$ cat src/hdl/msprc_pkg.sv
// Package for the RC channel store and MSP frame encoder.
// Holds opcodes, register indexes, reset values and the queue entry type.
// No dependencies.
package msprc_pkg;

  // Default channel count of the store.
  localparam int DEF_NUM_CHANNELS = 8;

  // Depth of the request queue between front and back.
  localparam int QUEUE_DEPTH = 2;

  // Frame header bytes.
  localparam logic [7:0] HDR_DOLLAR = 8'h24;
  localparam logic [7:0] HDR_EM     = 8'h4D;
  localparam logic [7:0] HDR_TO_FC  = 8'h3C;
  localparam logic [7:0] BYTE_MASK  = 8'hFF;

  // Configuration register reset values.
  localparam logic [15:0] RST_VALUE_MIN      = 16'd1000;
  localparam logic [15:0] RST_VALUE_MAX      = 16'd2000;
  localparam logic [15:0] RST_VALUE_MID      = 16'd1500;
  localparam logic [3:0]  RST_THROTTLE_INDEX = 4'd3;
  localparam logic [7:0]  RST_COMMAND_ID     = 8'd200;

  // Configuration register indexes.
  localparam logic [2:0] REG_VALUE_MIN      = 3'd0;
  localparam logic [2:0] REG_VALUE_MAX      = 3'd1;
  localparam logic [2:0] REG_VALUE_MID      = 3'd2;
  localparam logic [2:0] REG_THROTTLE_INDEX = 3'd3;
  localparam logic [2:0] REG_COMMAND_ID     = 3'd4;

  // Request opcodes.
  typedef enum logic [1:0] {
    OP_SET  = 2'd0,
    OP_GET  = 2'd1,
    OP_SEND = 2'd2,
    OP_INIT = 2'd3
  } opcode_t;

  // States of the back-end sequencer.
  typedef enum logic [1:0] {
    B_IDLE,
    B_GET,
    B_SEND
  } back_state_t;

  // One classified request as it waits in the queue.
  typedef struct packed {
    opcode_t     op;
    logic [3:0]  index;
    logic        in_range;
    logic [15:0] value;
  } msprc_cmd_t;

endpackage

$ cat src/hdl/msprc_queue.sv
// Small FIFO of classified requests between the front and back ends.
// Depends on msprc_pkg for the entry type and depth.
module msprc_queue import msprc_pkg::*; (
  input  logic       clk,
  input  logic       rst,
  input  logic       push,
  input  msprc_cmd_t din,
  input  logic       pop,
  output msprc_cmd_t dout,
  output logic       empty,
  output logic       full
);

  localparam int PTR_W = (QUEUE_DEPTH > 1) ? $clog2(QUEUE_DEPTH) : 1;
  localparam int CNT_W = $clog2(QUEUE_DEPTH + 1);

  msprc_cmd_t         entries [QUEUE_DEPTH];
  logic [PTR_W-1:0]   wr_ptr;
  logic [PTR_W-1:0]   rd_ptr;
  logic [CNT_W-1:0]   count;

  assign empty = (count == CNT_W'(0));
  assign full  = (count == CNT_W'(QUEUE_DEPTH));
  assign dout  = entries[rd_ptr];

  // Entry storage.
  always_ff @(posedge clk) begin
    if (push) begin
      entries[wr_ptr] <= din;
    end
  end

  // Pointers wrap at the queue depth; the fill count tracks pushes less pops.
  always_ff @(posedge clk) begin
    if (rst) begin
      wr_ptr <= '0;
      rd_ptr <= '0;
      count  <= '0;
    end else begin
      if (push) begin
        wr_ptr <= (wr_ptr == PTR_W'(QUEUE_DEPTH - 1)) ? '0 : wr_ptr + PTR_W'(1);
      end
      if (pop) begin
        rd_ptr <= (rd_ptr == PTR_W'(QUEUE_DEPTH - 1)) ? '0 : rd_ptr + PTR_W'(1);
      end
      if (push && !pop) begin
        count <= count + CNT_W'(1);
      end else if (pop && !push) begin
        count <= count - CNT_W'(1);
      end
    end
  end

endmodule

$ cat src/hdl/msprc_front.sv
// Front end: accepts requests, checks the channel range and clamps set values.
// Depends on msprc_pkg; feeds msprc_queue.
module msprc_front import msprc_pkg::*; #(
  parameter int NUM_CHANNELS = DEF_NUM_CHANNELS
) (
  input  logic        start,
  output logic        busy,
  input  logic [1:0]  opcode,
  input  logic [3:0]  channel_index,
  input  logic [15:0] channel_value,
  input  logic [15:0] value_min,
  input  logic [15:0] value_max,
  input  logic        q_full,
  output logic        push,
  output msprc_cmd_t  item
);

  logic        accept;
  logic        in_range;
  logic [15:0] raised;
  opcode_t     op;

  assign op     = opcode_t'(opcode);
  assign busy   = q_full;
  assign accept = start && !q_full;

  // Range check and clamp: raise to the minimum first, then lower to the maximum.
  always_comb begin
    in_range = ({1'b0, channel_index} < 5'(NUM_CHANNELS));
    raised   = (channel_value < value_min) ? value_min : channel_value;
    item.op       = op;
    item.index    = channel_index;
    item.in_range = in_range;
    item.value    = (raised > value_max) ? value_max : raised;
  end

  // A set to a channel outside the store has no effect and is dropped here.
  assign push = accept && !((op == OP_SET) && !in_range);

endmodule

$ cat src/hdl/msprc_back.sv
// Back end: channel store, read path and the byte sequencer of the frame.
// Depends on msprc_pkg; pops requests from msprc_queue.
module msprc_back import msprc_pkg::*; #(
  parameter int NUM_CHANNELS = DEF_NUM_CHANNELS
) (
  input  logic        clk,
  input  logic        rst,
  input  logic        q_empty,
  input  msprc_cmd_t  q_head,
  output logic        pop,
  input  logic [15:0] value_min,
  input  logic [15:0] value_mid,
  input  logic [3:0]  throttle_index,
  input  logic [7:0]  command_id,
  output logic        strobe,
  output logic        kind,
  output logic [7:0]  frame_byte,
  output logic [15:0] read_value,
  output logic        last
);

  localparam int IW       = (NUM_CHANNELS > 1) ? $clog2(NUM_CHANNELS) : 1;
  localparam int LAST_POS = 5 + 2 * NUM_CHANNELS;
  localparam int POS_W    = $clog2(LAST_POS + 2);
  localparam logic [7:0] LEN_BYTE = 8'((2 * NUM_CHANNELS) % 256);

  back_state_t       state, state_next;
  logic [POS_W-1:0]  pos, pos_next;
  logic [7:0]        sum, sum_next;
  logic              get_hit, get_hit_next;

  // Channel store; an entry without its valid bit reads as its init default.
  logic [15:0]             mem [NUM_CHANNELS];
  logic [NUM_CHANNELS-1:0] entry_valid;
  logic [15:0]             init_min;
  logic [15:0]             init_mid;
  logic [3:0]              init_thr;

  logic [15:0]       rd_data;
  logic              rd_valid;
  logic [15:0]       rd_def;
  logic [15:0]       entry_value;

  logic              wr_en;
  logic              do_init;
  logic              rd_en;
  logic [IW-1:0]     rd_addr;

  logic              strobe_next;
  logic              kind_next;
  logic [7:0]        byte_next;
  logic [15:0]       value_next;
  logic              last_next;

  logic [POS_W-1:0]  offset;
  logic [POS_W-1:0]  ch_plus;
  logic [7:0]        send_byte;

  assign entry_value = rd_valid ? rd_data : rd_def;
  assign offset      = pos - POS_W'(5);
  assign ch_plus     = {1'b0, offset[POS_W-1:1]} + POS_W'(1);

  // Byte of the frame at the current position.
  always_comb begin
    if (pos == POS_W'(0)) begin
      send_byte = HDR_DOLLAR;
    end else if (pos == POS_W'(1)) begin
      send_byte = HDR_EM;
    end else if (pos == POS_W'(2)) begin
      send_byte = HDR_TO_FC;
    end else if (pos == POS_W'(3)) begin
      send_byte = LEN_BYTE;
    end else if (pos == POS_W'(4)) begin
      send_byte = command_id;
    end else if (pos == POS_W'(LAST_POS)) begin
      send_byte = sum;
    end else if (offset[0]) begin
      send_byte = entry_value[15:8] & BYTE_MASK;
    end else begin
      send_byte = entry_value[7:0] & BYTE_MASK;
    end
  end

  // State register and control registers.
  always_ff @(posedge clk) begin
    if (rst) begin
      state   <= B_IDLE;
      pos     <= '0;
      sum     <= '0;
      get_hit <= 1'b0;
      strobe  <= 1'b0;
    end else begin
      state   <= state_next;
      pos     <= pos_next;
      sum     <= sum_next;
      get_hit <= get_hit_next;
      strobe  <= strobe_next;
    end
  end

  // Result payload registers.
  always_ff @(posedge clk) begin
    kind       <= kind_next;
    frame_byte <= byte_next;
    read_value <= value_next;
    last       <= last_next;
  end

  // Next state, queue pop, store access and result fields.
  always_comb begin
    state_next   = state;
    pos_next     = pos;
    sum_next     = sum;
    get_hit_next = get_hit;
    pop          = 1'b0;
    wr_en        = 1'b0;
    do_init      = 1'b0;
    rd_en        = 1'b0;
    rd_addr      = '0;
    strobe_next  = 1'b0;
    kind_next    = 1'b0;
    byte_next    = '0;
    value_next   = '0;
    last_next    = 1'b0;
    unique case (state)
      B_IDLE: begin
        if (!q_empty) begin
          pop = 1'b1;
          unique case (q_head.op)
            OP_SET: begin
              wr_en = 1'b1;
            end
            OP_GET: begin
              rd_en        = q_head.in_range;
              rd_addr      = q_head.index[IW-1:0];
              get_hit_next = q_head.in_range;
              state_next   = B_GET;
            end
            OP_SEND: begin
              pos_next   = '0;
              sum_next   = '0;
              state_next = B_SEND;
            end
            OP_INIT: begin
              do_init = 1'b1;
            end
            default: begin
              state_next = B_IDLE;
            end
          endcase
        end
      end
      B_GET: begin
        strobe_next = 1'b1;
        kind_next   = 1'b1;
        last_next   = 1'b1;
        value_next  = get_hit ? entry_value : value_mid;
        state_next  = B_IDLE;
      end
      B_SEND: begin
        strobe_next = 1'b1;
        byte_next   = send_byte;
        last_next   = (pos == POS_W'(LAST_POS));
        if ((pos >= POS_W'(3)) && (pos < POS_W'(LAST_POS))) begin
          sum_next = sum ^ send_byte;
        end
        // Fetch channel 0 on the command byte, the next channel on each high byte.
        if (pos == POS_W'(4)) begin
          rd_en = 1'b1;
        end else if ((pos > POS_W'(4)) && (pos < POS_W'(LAST_POS)) && offset[0] &&
                     (ch_plus < POS_W'(NUM_CHANNELS))) begin
          rd_en   = 1'b1;
          rd_addr = ch_plus[IW-1:0];
        end
        if (pos == POS_W'(LAST_POS)) begin
          state_next = B_IDLE;
        end else begin
          pos_next = pos + POS_W'(1);
        end
      end
      default: begin
        state_next = B_IDLE;
      end
    endcase
  end

  // Store write port.
  always_ff @(posedge clk) begin
    if (wr_en) begin
      mem[q_head.index[IW-1:0]] <= q_head.value;
    end
  end

  // Store read port with the valid bit and default read alongside.
  always_ff @(posedge clk) begin
    if (rd_en) begin
      rd_data  <= mem[rd_addr];
      rd_valid <= entry_valid[rd_addr];
      rd_def   <= (5'(rd_addr) == {1'b0, init_thr}) ? init_min : init_mid;
    end
  end

  // Valid bits and init defaults; init clears every entry back to its default.
  always_ff @(posedge clk) begin
    if (rst) begin
      entry_valid <= '0;
      init_min    <= RST_VALUE_MIN;
      init_mid    <= RST_VALUE_MID;
      init_thr    <= RST_THROTTLE_INDEX;
    end else if (do_init) begin
      entry_valid <= '0;
      init_min    <= value_min;
      init_mid    <= value_mid;
      init_thr    <= throttle_index;
    end else if (wr_en) begin
      entry_valid[q_head.index[IW-1:0]] <= 1'b1;
    end
  end

endmodule

$ cat src/hdl/msp_rc_frame_encoder_top.sv
// Top level of the RC channel store and MSP v1 frame encoder.
// Depends on msprc_pkg, msprc_front, msprc_queue and msprc_back.
//
// Usage:
//   Requests enter on start/opcode/channel_index/channel_value and are taken
//   at a clock edge where start is high and busy is low. Results leave on
//   kind/frame_byte/read_value/last, each valid for exactly one cycle while
//   strobe is high; the receiver cannot hold them off.
//   A set or init request is done as the back end pops it; a get is popped,
//   then reads the store, then gives its result; a send is popped, then the
//   byte sequencer gives one frame byte per cycle.
//   With the back end idle, a taken request passes the queue entry, the
//   back-end state register and the result registers before its first
//   result is on the ports. A two-entry queue lets the front take further
//   requests while a frame is being sent; busy rises only when that queue
//   is full.
//   Reset clears the queue and the sequencer, loads the register defaults and
//   puts every channel at mid with the throttle channel at min.
//   Registers sit on an APB-style port at byte address 4 * index; write them
//   only when no request is pending.
module msp_rc_frame_encoder_top import msprc_pkg::*; #(
  parameter int NUM_CHANNELS = DEF_NUM_CHANNELS
) (
  input  logic        clk,
  input  logic        rst,
  input  logic        start,
  output logic        busy,
  input  logic [1:0]  opcode,
  input  logic [3:0]  channel_index,
  input  logic [15:0] channel_value,
  output logic        strobe,
  output logic        kind,
  output logic [7:0]  frame_byte,
  output logic [15:0] read_value,
  output logic        last,
  input  logic        psel,
  input  logic        penable,
  input  logic        pwrite,
  input  logic [4:0]  paddr,
  input  logic [31:0] pwdata,
  output logic [31:0] prdata,
  output logic        pready
);

  logic [15:0] value_min;
  logic [15:0] value_max;
  logic [15:0] value_mid;
  logic [3:0]  throttle_index;
  logic [7:0]  command_id;

  logic        cfg_write;
  logic [2:0]  reg_index;

  logic        q_full;
  logic        q_empty;
  logic        push;
  logic        pop;
  msprc_cmd_t  item;
  msprc_cmd_t  q_head;

  assign pready    = 1'b1;
  assign reg_index = paddr[4:2];
  assign cfg_write = psel && penable && pwrite && pready;

  // Configuration registers.
  always_ff @(posedge clk) begin
    if (rst) begin
      value_min      <= RST_VALUE_MIN;
      value_max      <= RST_VALUE_MAX;
      value_mid      <= RST_VALUE_MID;
      throttle_index <= RST_THROTTLE_INDEX;
      command_id     <= RST_COMMAND_ID;
    end else if (cfg_write) begin
      unique case (reg_index)
        REG_VALUE_MIN:      value_min      <= pwdata[15:0];
        REG_VALUE_MAX:      value_max      <= pwdata[15:0];
        REG_VALUE_MID:      value_mid      <= pwdata[15:0];
        REG_THROTTLE_INDEX: throttle_index <= pwdata[3:0];
        REG_COMMAND_ID:     command_id     <= pwdata[7:0];
        default: begin
        end
      endcase
    end
  end

  // Register read-back.
  always_comb begin
    unique case (reg_index)
      REG_VALUE_MIN:      prdata = {16'd0, value_min};
      REG_VALUE_MAX:      prdata = {16'd0, value_max};
      REG_VALUE_MID:      prdata = {16'd0, value_mid};
      REG_THROTTLE_INDEX: prdata = {28'd0, throttle_index};
      REG_COMMAND_ID:     prdata = {24'd0, command_id};
      default:            prdata = '0;
    endcase
  end

  // Request intake and classification.
  msprc_front #(
    .NUM_CHANNELS(NUM_CHANNELS)
  ) u_front (
    .start         (start),
    .busy          (busy),
    .opcode        (opcode),
    .channel_index (channel_index),
    .channel_value (channel_value),
    .value_min     (value_min),
    .value_max     (value_max),
    .q_full        (q_full),
    .push          (push),
    .item          (item)
  );

  // Request queue.
  msprc_queue u_queue (
    .clk   (clk),
    .rst   (rst),
    .push  (push),
    .din   (item),
    .pop   (pop),
    .dout  (q_head),
    .empty (q_empty),
    .full  (q_full)
  );

  // Store and frame sequencer.
  msprc_back #(
    .NUM_CHANNELS(NUM_CHANNELS)
  ) u_back (
    .clk            (clk),
    .rst            (rst),
    .q_empty        (q_empty),
    .q_head         (q_head),
    .pop            (pop),
    .value_min      (value_min),
    .value_mid      (value_mid),
    .throttle_index (throttle_index),
    .command_id     (command_id),
    .strobe         (strobe),
    .kind           (kind),
    .frame_byte     (frame_byte),
    .read_value     (read_value),
    .last           (last)
  );

endmodule
$ cat config.mk
export PLATFORM = sky130hd
export DESIGN_NAME = msp_rc_frame_encoder_top
export DESIGN_NICKNAME = d
export VERILOG_FILES = /design/src/hdl/msprc_pkg.sv /design/src/hdl/msprc_queue.sv /design/src/hdl/msprc_front.sv /design/src/hdl/msprc_back.sv /design/src/hdl/msp_rc_frame_encoder_top.sv
export SDC_FILE = /design/constraint.sdc
export NUM_CORES = 1
export LEC_CHECK = 0
export BUFFER_PORTS_ARGS = -buffer_cell sky130_fd_sc_hd__buf_2
export CAP_MARGIN = 0
export CORE_MARGIN = 2
export CORE_UTILIZATION = 52
export CTS_BUF_LIST = sky130_fd_sc_hd__clkbuf_8
export CTS_CLUSTER_DIAMETER = 80
export DETAILED_ROUTE_END_ITERATION = 10
export PLACE_DENSITY = 0.73
export RECOVER_POWER = 100
export SYNTH_ARGS = -nofsm -noshare
export SYNTH_HDL_FRONTEND = slang
export SYNTH_SLANG_ARGS = --single-unit
$ cat constraint.sdc
create_clock -name clk -period 4.9 [get_ports clk]
set_input_delay 0.735 -clock clk [delete_from_list [all_inputs] [get_ports clk]]
set_output_delay 0.735 -clock clk [all_outputs]
set_load 0.1 [all_outputs]
After elaboration in Yosys (flattened, before gate mapping)
Memories as Yosys holds them, arrays and structs flattened. A register that Yosys moved wholly into a read port is not among the register bits.
Cells that the tools add are included.
{ "totals": {"input_bits": 65, "regBits": 168, "word_cells": 163, "latchBits": 0, "rom_bits": 0, "memories": 2, "mem_bits_rw": 174} }
{ "op_classes": {"mul": 0, "shifts": 0, "n_addsub": 7, "n_lt_le_gt_ge": 10, "muxes": 60, "eq_ne": 22, "reduce_logical": 36, "n_bitwise": 3, "div": 0} }
{ "memory_table": {"columns": ["name", "words", "width", "read_ports", "rd_ports_with_merged_regs", "write_ports", "line", "source"], "rows": [
  ["u_back.mem", 8, 16, 1, 1, 1, "msprc_back.sv:33", "logic [15:0] mem [NUM_CHANNELS];"],
  ["u_queue.entries", 2, 23, 1, 1, 1, "msprc_queue.sv:17", "msprc_cmd_t entries [QUEUE_DEPTH];"]
]} }
{ "op_table": {"columns": ["operator", "n"], "rows": [
  ["$mux 16", 5],
  ["$mux 8", 10],
  ["$pmux 16 s5", 1],
  ["$mux 1", 24],
  ["$gt 16x16->1", 1],
  ["$lt 16x16->1", 1],
  ["$pmux 8 s2", 1],
  ["$mux 5", 3],
  ["$logic_and 1x1->1", 12],
  ["$mux 3", 4],
  ["$eq 5x2->1 const B", 2],
  ["$pmux 5 s2", 1],
  ["$reduce_and 2->1", 5],
  ["$eq 2x2->1 const B", 4],
  ["$logic_not 2->1", 4],
  ["$lt 3x4->1 const B", 2],
  ["$mux 2", 4],
  ["$or 8x8->8", 1],
  ["$pmux 2 s2", 2],
  ["$reduce_and 4->1", 2],
  ["$xor 8x8->8", 1],
  ["$eq 3x2->1 const B", 2],
  ["$ne 2x2->1 const B", 3],
  ["$pmux 3 s2", 1],
  ["31 further kinds", 42]
]} }

Longest topological paths before layout
Gate-level depths: netlist (run 1).
{ "logic_depth": {"depth_word": 11, "mapped_depth": 20, "depth_no_buf": 17} }

By module
A second synthesis (run 1) with hierarchy kept.
{ "unflattened": {"hier_cells": 1431, "area_unflattened_um2": 16896.2} }
{ "modules_own_cells": {"columns": ["module", "area_each_um2", "n_inst", "cells_per_inst"], "rows": [
  ["msprc_back", 10626.4, 1, 852],
  ["msp_rc_frame_encoder_top", 3046.7, 1, 336],
  ["msprc_queue", 1863.0, 1, 93],
  ["msprc_front", 1360.1, 1, 150]
]} }

Least setup slack after synthesis (run 1)
Ideal clock, no wire load.
{ "synth_timing": {"kind": "input port to flip-flop", "startpoint": "in channel_value[9]", "endpoint": "mem u_queue.entries[0][11] in the netlist's numbering (data pin)", "t_arrival_ns": 4.368, "path_slack_ns": 0.269, "stages": 18, "path_buffers": 2, "setup_time_ns": 0.262, "path_cell_list": "ha_1 > a21o_1 > a21o_1 > a21oi_1 > o211ai_1 > a41o_1 > clkbuf_1 > mux2_2 > ha_1 > nor2b_1 > o21a_1 > o21a_1 > o21ai_0 > a21oi_1 > o31a_1 > o21ai_1 > buf_2 > mux2_2"} }
{ "synth_lines": {"columns": ["element", "line", "source"], "rows": [
  ["start: declaration", "msp_rc_frame_encoder_top.sv:30", "input logic [15:0] channel_value,"],
  ["end: declaration", "msprc_queue.sv:17", null]
]} }

Final worst setup path (run 1)
{ "layout_timing": {"startpoint": "in paddr[3]", "endpoint": "out prdata[1]"} }
{ "layout_between": {"elab_chain_cells": 2, "word_cells_on_any_way": 6, "cone_classes": "eq/ne: 4; mux: 1; reduce/logical: 1"} }
{ "layout_lines": {"columns": ["element", "line", "source"], "rows": [
  ["start: declaration", "msp_rc_frame_encoder_top.sv:39", "input logic [4:0] paddr,"],
  ["$eq 3x3->1 (tied with other cells)", "msp_rc_frame_encoder_top.sv:88", "unique case (reg_index)"],
  ["$pmux 16 s5 (*)", "msp_rc_frame_encoder_top.sv:88", null],
  ["end: declaration", "msp_rc_frame_encoder_top.sv:41", "output logic [31:0] prdata,"]
]} }
Mark *: on every way between the ends. The rest lies on a longest branch, timed or not.

==> out/results.ini, run 1 <==
[floorplan]
core-area_sq_mm = 0.0306
chipHeight_um = 180
floorplan.die_area_sq_mm = 0.0324
initial_core_util = 0.527
core.rowCount = 64
io_pins = 126
die_w_um = 180

[cts]
clockBufferDepth = 3
cts_max_level = 2
tritoncts.num_buffers = 56
cts_tree = yes
clk_latency_ns = 0.60
post_cts_resize_count = 0
tritoncts_num_sinks = 357
post_cts.repair.setup_buffers = 0
root_buffer = sky130_fd_sc_hd__clkbuf_8
worst_setup_hold_path_clk_slew_ns = 0.06
cts_hold_fix_bufs = 0

[placed_design]
placed_area_sq_mm = 0.0169
io_buffers = 90
placed_cells = 1823
place_congestion = 0.933
place_hpwl_mm = 25.9

[worst_setup_path]
reg2regPathDepth = 18
timing.critical_path.slowest_cell_delay_ns = 1.10
timing.reg2reg.setup_slack_ns = 0.45
start_kind = input port
capture_point_of_the_worst_reg_to_reg_path = u_queue.entries[0][9]
crit_top_cell = sky130_fd_sc_hd__clkbuf_1
worst-path-max-fanout = 27
crit_path_cell_trace = clkbuf_1 -> nor2b_1 -> a21oi_1 -> o22ai_1 -> clkbuf_1
worst_path_max_delay_cell = sky130_fd_sc_hd__clkbuf_1
worstPathRequired_ns = 4.16
worstReg2RegStart = value_min[15]
cp.arrival_ns = 3.80
worst-setup-path-type = input port to output port
cp_endpoint_kind = output port

[hold_path]
whs_path_depth = 1
min_to = u_queue.entries[1][18]
hold_path_class = input port to register
min-delay-start = channel_index[1]

[cells_and_area]
layout.cell_area.non_filler_sq_mm = 0.0178
fin_nets = 1595
final_cells = 1929
area_delta_synth_final_pct = 10.2
final_layout_size_suffix_gt1_frac = 0.119
largest_register_ff_count = 128
antenna_cells = 0

[detailed_routing]
first_iter_violations = 996
antenna_left = 0
drcViolationCount = 0
vias = 10800
first_pass_iters = 5
vias_per_cell = 5.61
wl_mm = 38.2
wl_per_cell_um = 19.8

[synthesis]
post-synth-top-count-cell = sky130_fd_sc_hd__edfxtp_1
syn_area_per_cell_sq_um = 11.6
async_set_or_reset_register_ratio_after_synthesis = 0
number_of_distinct_library_cell_variants_in_the_gate_level_netlist_after_synthesis = 63
netlist_instances = 1387
synth_commonest_cells = sky130_fd_sc_hd__edfxtp_1 (205), sky130_fd_sc_hd__nand2_1 (200), sky130_fd_sc_hd__mux2i_1 (157)
netlist.area_leader.share = 0.382
synth.ff_latch_count = 357
synthDominantAreaCellType = sky130_fd_sc_hd__edfxtp_1
ys_warns = 0
synth_seq_area_share = 0.570
synth_area_leaders = sky130_fd_sc_hd__edfxtp_1 (38%), sky130_fd_sc_hd__dfxtp_1 (19%), sky130_fd_sc_hd__mux2i_1 (9.7%)
syn_area_sq_mm = 0.0161
edff_count_synth = 205
post_synth_top_flop = sky130_fd_sc_hd__edfxtp_1

[timing]
layout_worst_path_cycle_share = 0.925
finalHoldViolations = 0
final.setup.tns_ns = 0
rsz0062_at_grt = false
post-route-min-period_ns = 4.53
final_number_of_setup_violating_endpoints = 0
worst_slew_margin_rel = -1.26
worst_slew_pin_slew_ns = 3.39
pins_over_slew_limit = 232
fin_skew_ns = 0.0200
fmaxAchievable_mhz = 221

[power_and_ir_drop]
worst_ir_drop_vdd_mv = 0.209
design_internal_power_mw = 5.19
swShare = 0.312
totalPowerFinal_mw = 7.54
share_comb_of_total_power = 0.211
power.share.clock = 0.307
seqPwrFrac = 0.482
powerDensity_mw_per_mm2 = 424
netSwitchingPower_mw = 2.36
cellLeakagePower_nw = 7.16

[global_route]
grt_antenna_before_repair = 0
first_global_vias = 10500
grt_first_pass_wirelength_mm = 58.8
grt.total_usage = 0.232
grt_start_max_net_pins = 70
grt_remaining_overflow = 0

[outcome]
violations_in_the_final_reports = capacitance limit, slew limit
outcome = finished, violations left

[job]
number_of_violations_of_the_max_capacitance_limit = 7

-- kinds of logic after synthesis --
family	after synthesis	share of synthesized area
compound gates	211	0.0849
other cells	2	0.000466
buf+inv	142	0.0418
flops	357	0.570
xor+xnor	17	0.00923
simple gates	373	0.0997
mux	240	0.159
fa+ha+maj	45	0.0349
-- how the worst max path moves through the flow --
stage	startpoint	to	slack [ns]	depth (start not counted)
after floorplan	channel_value[9]	u_queue.entries[0][11]	0.27	18
after global placement	channel_value[9]	u_queue.entries[0][9]	0.30	18
after detailed placement	channel_value[9]	u_queue.entries[0][9]	0.32	18
after CTS	value_min[15]	u_queue.entries[0][9]	0.65	18
after global routing	register	u_back.entry_valid[0]	0.19	8
final	paddr[3]	prdata[1]	0.37	5
-- cell usage in the layout, fill, tap and decap left out, types with 7 or more instances in the layout --
cell type	count
sky130_fd_sc_hd__xor2_1	7
sky130_fd_sc_hd__o211ai_1	22
sky130_fd_sc_hd__nor2b_1	11
sky130_fd_sc_hd__and2_0	7
sky130_fd_sc_hd__ha_1	45
sky130_fd_sc_hd__nand3_1	26
sky130_fd_sc_hd__buf_2	39
sky130_fd_sc_hd__or3_1	8
sky130_fd_sc_hd__mux2i_1	157
sky130_fd_sc_hd__clkbuf_1	60
sky130_fd_sc_hd__xnor2_1	10
sky130_fd_sc_hd__o21ai_0	18
sky130_fd_sc_hd__o211a_1	16
sky130_fd_sc_hd__nand4_1	8
sky130_fd_sc_hd__a21o_1	10
sky130_fd_sc_hd__dfxtp_1	152
sky130_fd_sc_hd__clkbuf_8	64
sky130_fd_sc_hd__edfxtp_1	205
sky130_fd_sc_hd__inv_1	83
sky130_fd_sc_hd__a21oi_1	90
sky130_fd_sc_hd__mux2_1	41
sky130_fd_sc_hd__o21a_1	15
sky130_fd_sc_hd__buf_4	10
sky130_fd_sc_hd__clkbuf_2	9
sky130_fd_sc_hd__nor2_1	85
sky130_fd_sc_hd__conb_1	17
sky130_fd_sc_hd__nand2_1	200
sky130_fd_sc_hd__mux2_2	39
-- critical path, delay by kind of cell --
kind | cells | cell delay, ns
buffers and inverters | 2 | 1.99
AND/OR/NAND/NOR | 1 | 0.71
AO/OA/AOI/OAI | 2 | 0.36
-- stage by stage --
| stage | utilization | hold WS (ns) | setup slack (ns) |
|---|---|---|---|
| floorplan | - | 0.433 | 0.269 |
| global placement | 0.552 | 0.441 | 0.300 |
| detailed placement | 0.552 | 0.447 | 0.321 |
| CTS | 0.587 | 0.303 | 0.645 |
| global route | 0.581 | 0.300 | 0.192 |
| finish | 0.581 | 0.330 | 0.368 |
-- power by group through the flow --
stage	logic (mW)	clock network [mW]	registers, mW
finish	1.59	2.32	3.63
detailed placement	1.63	0	3.69
global placement	1.60	0	3.68
floorplan	1.07	0	3.85
global route	1.72	2.49	3.65
CTS	1.64	2.35	3.63
-- per-layer routing --
metal  vias up  part of all wire  wire [um]  track usage
met4         0             0.028       1070       0.0761
li1       5119                 -          -            -
met5         -                 0          0            0
met2       364              0.46      17600        0.371
met1      5283              0.45      17300        0.326
met3        63             0.059       2260       0.0360
-- cell type report --
| type | instances | area, sq um |
|---|---|---|
| fill | 2545 | 12800 |
| multi-input combinational | 903 | 6280 |
| timing repair buffer | 119 | 561 |
| tap | 396 | 495 |
| inverter | 48 | 180 |
| clock buffer | 64 | 881 |
| clock inverter | 42 | 178 |
| sequential | 357 | 9200 |
Power figures use the tool's default switching activity.
==> run 2: changes to the inputs <==
ABC_AREA = 1   (was not set)
==> run 2 against run 1 <==
Compared with the run above: critical endpoint is now u_back.rd_def[14]; clock power increased by 7%; final area increased by 3.0%; count of clock-buffer cells in the layout is 7 higher; final cell count up 23%; the flow still finishes with violations (capacitance limit, slew limit); area after synthesis grew 2.7%; global-route usage rose by 2.1 points; synthesized cell count up 32%.
==> out/results.ini, run 2 <==
[outcome]
outcome = finished, violations left
violations_in_the_final_reports = capacitance limit, slew limit

[cts]
clockBufferDepth = 3
tritoncts.num_buffers = 57
cts_hold_fix_bufs = 0
post_cts_resize_count = 0
cts_tree = yes
post_cts.repair.setup_buffers = 0
clk_latency_ns = 0.60
root_buffer = sky130_fd_sc_hd__clkbuf_8
cts_max_level = 2
worst_setup_hold_path_clk_slew_ns = 0.06
tritoncts_num_sinks = 357

[synthesis]
async_set_or_reset_register_ratio_after_synthesis = 0
syn_area_per_cell_sq_um = 9.02
post-synth-top-count-cell = sky130_fd_sc_hd__nand2_1
synth.ff_latch_count = 357
post_synth_top_flop = sky130_fd_sc_hd__edfxtp_1
edff_count_synth = 205
ys_warns = 0
synth_seq_area_share = 0.556
synth_commonest_cells = sky130_fd_sc_hd__nand2_1 (422), sky130_fd_sc_hd__inv_1 (248), sky130_fd_sc_hd__edfxtp_1 (205)
netlist_instances = 1835
number_of_distinct_library_cell_variants_in_the_gate_level_netlist_after_synthesis = 46
syn_area_sq_mm = 0.0166
synthDominantAreaCellType = sky130_fd_sc_hd__edfxtp_1
netlist.area_leader.share = 0.372
synth_area_leaders = sky130_fd_sc_hd__edfxtp_1 (37%), sky130_fd_sc_hd__dfxtp_1 (18%), sky130_fd_sc_hd__nand2_1 (9.6%)

[detailed_routing]
vias_per_cell = 5.41
first_iter_violations = 1231
antenna_left = 0
first_pass_iters = 6
vias = 12900
wl_mm = 41.9
drcViolationCount = 0
wl_per_cell_um = 17.6

[placed_design]
place_congestion = 0.909
io_buffers = 90
place_hpwl_mm = 28.7

[worst_setup_path]
worst-path-max-fanout = 52
worst-setup-path-type = register to register
timing.reg2reg.setup_slack_ns = 0.64
start_kind = register
worstReg2RegStart = u_back.pos[0]
worstPathRequired_ns = 5.24
cp_endpoint_kind = register
cp.arrival_ns = 4.60
reg2regPathDepth = 13
capture_point_of_the_worst_reg_to_reg_path = u_back.rd_def[14]

[cells_and_area]
register_area_sq_mm = 0.00920
fin_util = 0.581
antenna_cells = 0
layout.cells.most_common = sky130_fd_sc_hd__nand2_1
area_delta_synth_final_pct = 10.5
fin_nets = 2037
final_layout_size_suffix_gt1_frac = 0.0836
fill_cell_total_of_the_finished_layout = 2686
largest_register_ff_count = 128
layout.cells.most_common_list = sky130_fd_sc_hd__nand2_1 (424), sky130_fd_sc_hd__inv_1 (273), sky130_fd_sc_hd__edfxtp_1 (205)
footprint_of_the_multi_input_gates_sq_mm = 0.00596

[timing]
post-route-min-period_ns = 4.26
worst_slew_pin_slew_ns = 2.52
final_number_of_setup_violating_endpoints = 0
final.setup.tns_ns = 0
rsz0062_at_grt = false
layout_worst_path_cycle_share = 0.870
finalHoldViolations = 0
fmaxAchievable_mhz = 235
worst_slew_margin_rel = -0.681
pins_over_slew_limit = 94
fin_skew_ns = 0.0256

[global_route]
grt_first_pass_wirelength_mm = 64.9
grt.total_usage = 0.253
first_global_vias = 11900
grt_start_max_net_pins = 71
grt_remaining_overflow = 0
grt_antenna_before_repair = 0

[power_and_ir_drop]
totalPowerFinal_mw = 8.46
worst_ir_drop_vdd_mv = 0.214
powerDensity_mw_per_mm2 = 462
cellLeakagePower_nw = 7.86

[floorplan]
die_w_um = 182
core-area_sq_mm = 0.0315
floorplan.die_area_sq_mm = 0.0333
initial_core_util = 0.526
chipHeight_um = 182
core.rowCount = 65
io_pins = 126

[hold_path]
whs_path_depth = 1
min-delay-start = channel_index[2]
min_to = u_queue.entries[0][19]
hold_path_class = input port to register

[job]
number_of_violations_of_the_max_capacitance_limit = 2

## run 2: cell count changes after synthesis, moves of 14 or more
cell / before / now
sky130_fd_sc_hd__mux2i_1: 157 / 0
sky130_fd_sc_hd__nand3b_1: 2 / 52
sky130_fd_sc_hd__o21ai_0: 18 / 126
sky130_fd_sc_hd__inv_1: 47 / 248
sky130_fd_sc_hd__o21a_1: 15 / 1
sky130_fd_sc_hd__o211ai_1: 22 / 45
sky130_fd_sc_hd__nand2_1: 200 / 422
sky130_fd_sc_hd__o211a_1: 16 / 0
sky130_fd_sc_hd__mux2_2: 68 / 17
sky130_fd_sc_hd__nand3_1: 26 / 131
sky130_fd_sc_hd__a21oi_1: 90 / 104
## run 2: power breakdown
| part | leakage (nW) | switching, mW | internal (mW) |
|---|---|---|---|
| sequential | 3.09 | 0.131 | 3.64 |
| clock | 0.675 | 1.14 | 1.35 |
| combinational | 4.09 | 1.69 | 0.512 |
## run 2: stage by stage
step | cell area, sq um | hold slack (ns) | worst slack, ns | std cells
floorplan | 16600 | 0.417 | 0.825 | 1850
global placement | 17300 | 0.427 | 0.726 | 2270
detailed placement | 17300 | 0.448 | 0.595 | 2270
CTS | 18400 | 0.320 | 0.935 | 2376
global route | 18300 | 0.333 | 0.306 | 2376
finish | 18300 | 0.342 | 0.638 | 2376
## run 2: layer usage
| metal | global-route usage | vias to the layer above | part of all wire |
|---|---|---|---|
| met1 | 0.349 | 5912 | 0.43 |
| met2 | 0.388 | 584 | 0.43 |
| li1 | - | 6271 | - |
| met4 | 0.115 | 0 | 0.043 |
| met3 | 0.0501 | 90 | 0.096 |
| met5 | 0 | - | 0 |
## run 2: cell type report
class / count / area share
flip-flops and latches: 357 / 0.503
multi-input cells: 1140 / 0.326
clock buffers: 71 / 0.0534
inverters: 258 / 0.0531
repair buffers: 113 / 0.0282
well taps: 402 / 0.0275
clock inverters: 35 / 0.00930
## run 2: worst max path at each step
stage,start,slack (ns),cells after the start,endpoint
CTS,value_min[13],0.94,18,u_queue.entries[1][3]
detailed placement,channel_value[13],0.59,18,u_queue.entries[1][11]
global placement,channel_value[15],0.73,18,u_queue.entries[0][11]
finish,u_back.pos[0],0.64,13,u_back.rd_def[14]
global route,u_back.pos[0],0.31,13,u_back.rd_data[8]
floorplan,paddr[2],0.82,4,prdata[2]
## run 2: cells by family after synthesis
group	Yosys count	synth area share
AO/OA/AOI/OAI	307	0.105
XOR/XNOR	1	0.000529
adder cells (fa/ha/maj)	45	0.0340
buffers and inverters	353	0.0873
flip-flops	357	0.556
multiplexers	17	0.0116
other	2	0.000454
AND/OR/NAND/NOR	753	0.205
## run 2: critical path, cell delays in order, from the launching register on
cell and delay (ns):
sky130_fd_sc_hd__dfxtp_1 0.59, sky130_fd_sc_hd__clkinvlp_2 0.60, sky130_fd_sc_hd__ha_1 0.44, sky130_fd_sc_hd__nand3_1 0.34, sky130_fd_sc_hd__nand3_1 0.15, sky130_fd_sc_hd__nor2_2 0.29, sky130_fd_sc_hd__nand4_4 0.15, sky130_fd_sc_hd__buf_4 0.34
sky130_fd_sc_hd__nand3_1 0.14, sky130_fd_sc_hd__nand2_1 0.11, sky130_fd_sc_hd__nor2_4 0.38, sky130_fd_sc_hd__nand2_4 0.22, sky130_fd_sc_hd__nand2_1 0.11, sky130_fd_sc_hd__nand2_1 0.09
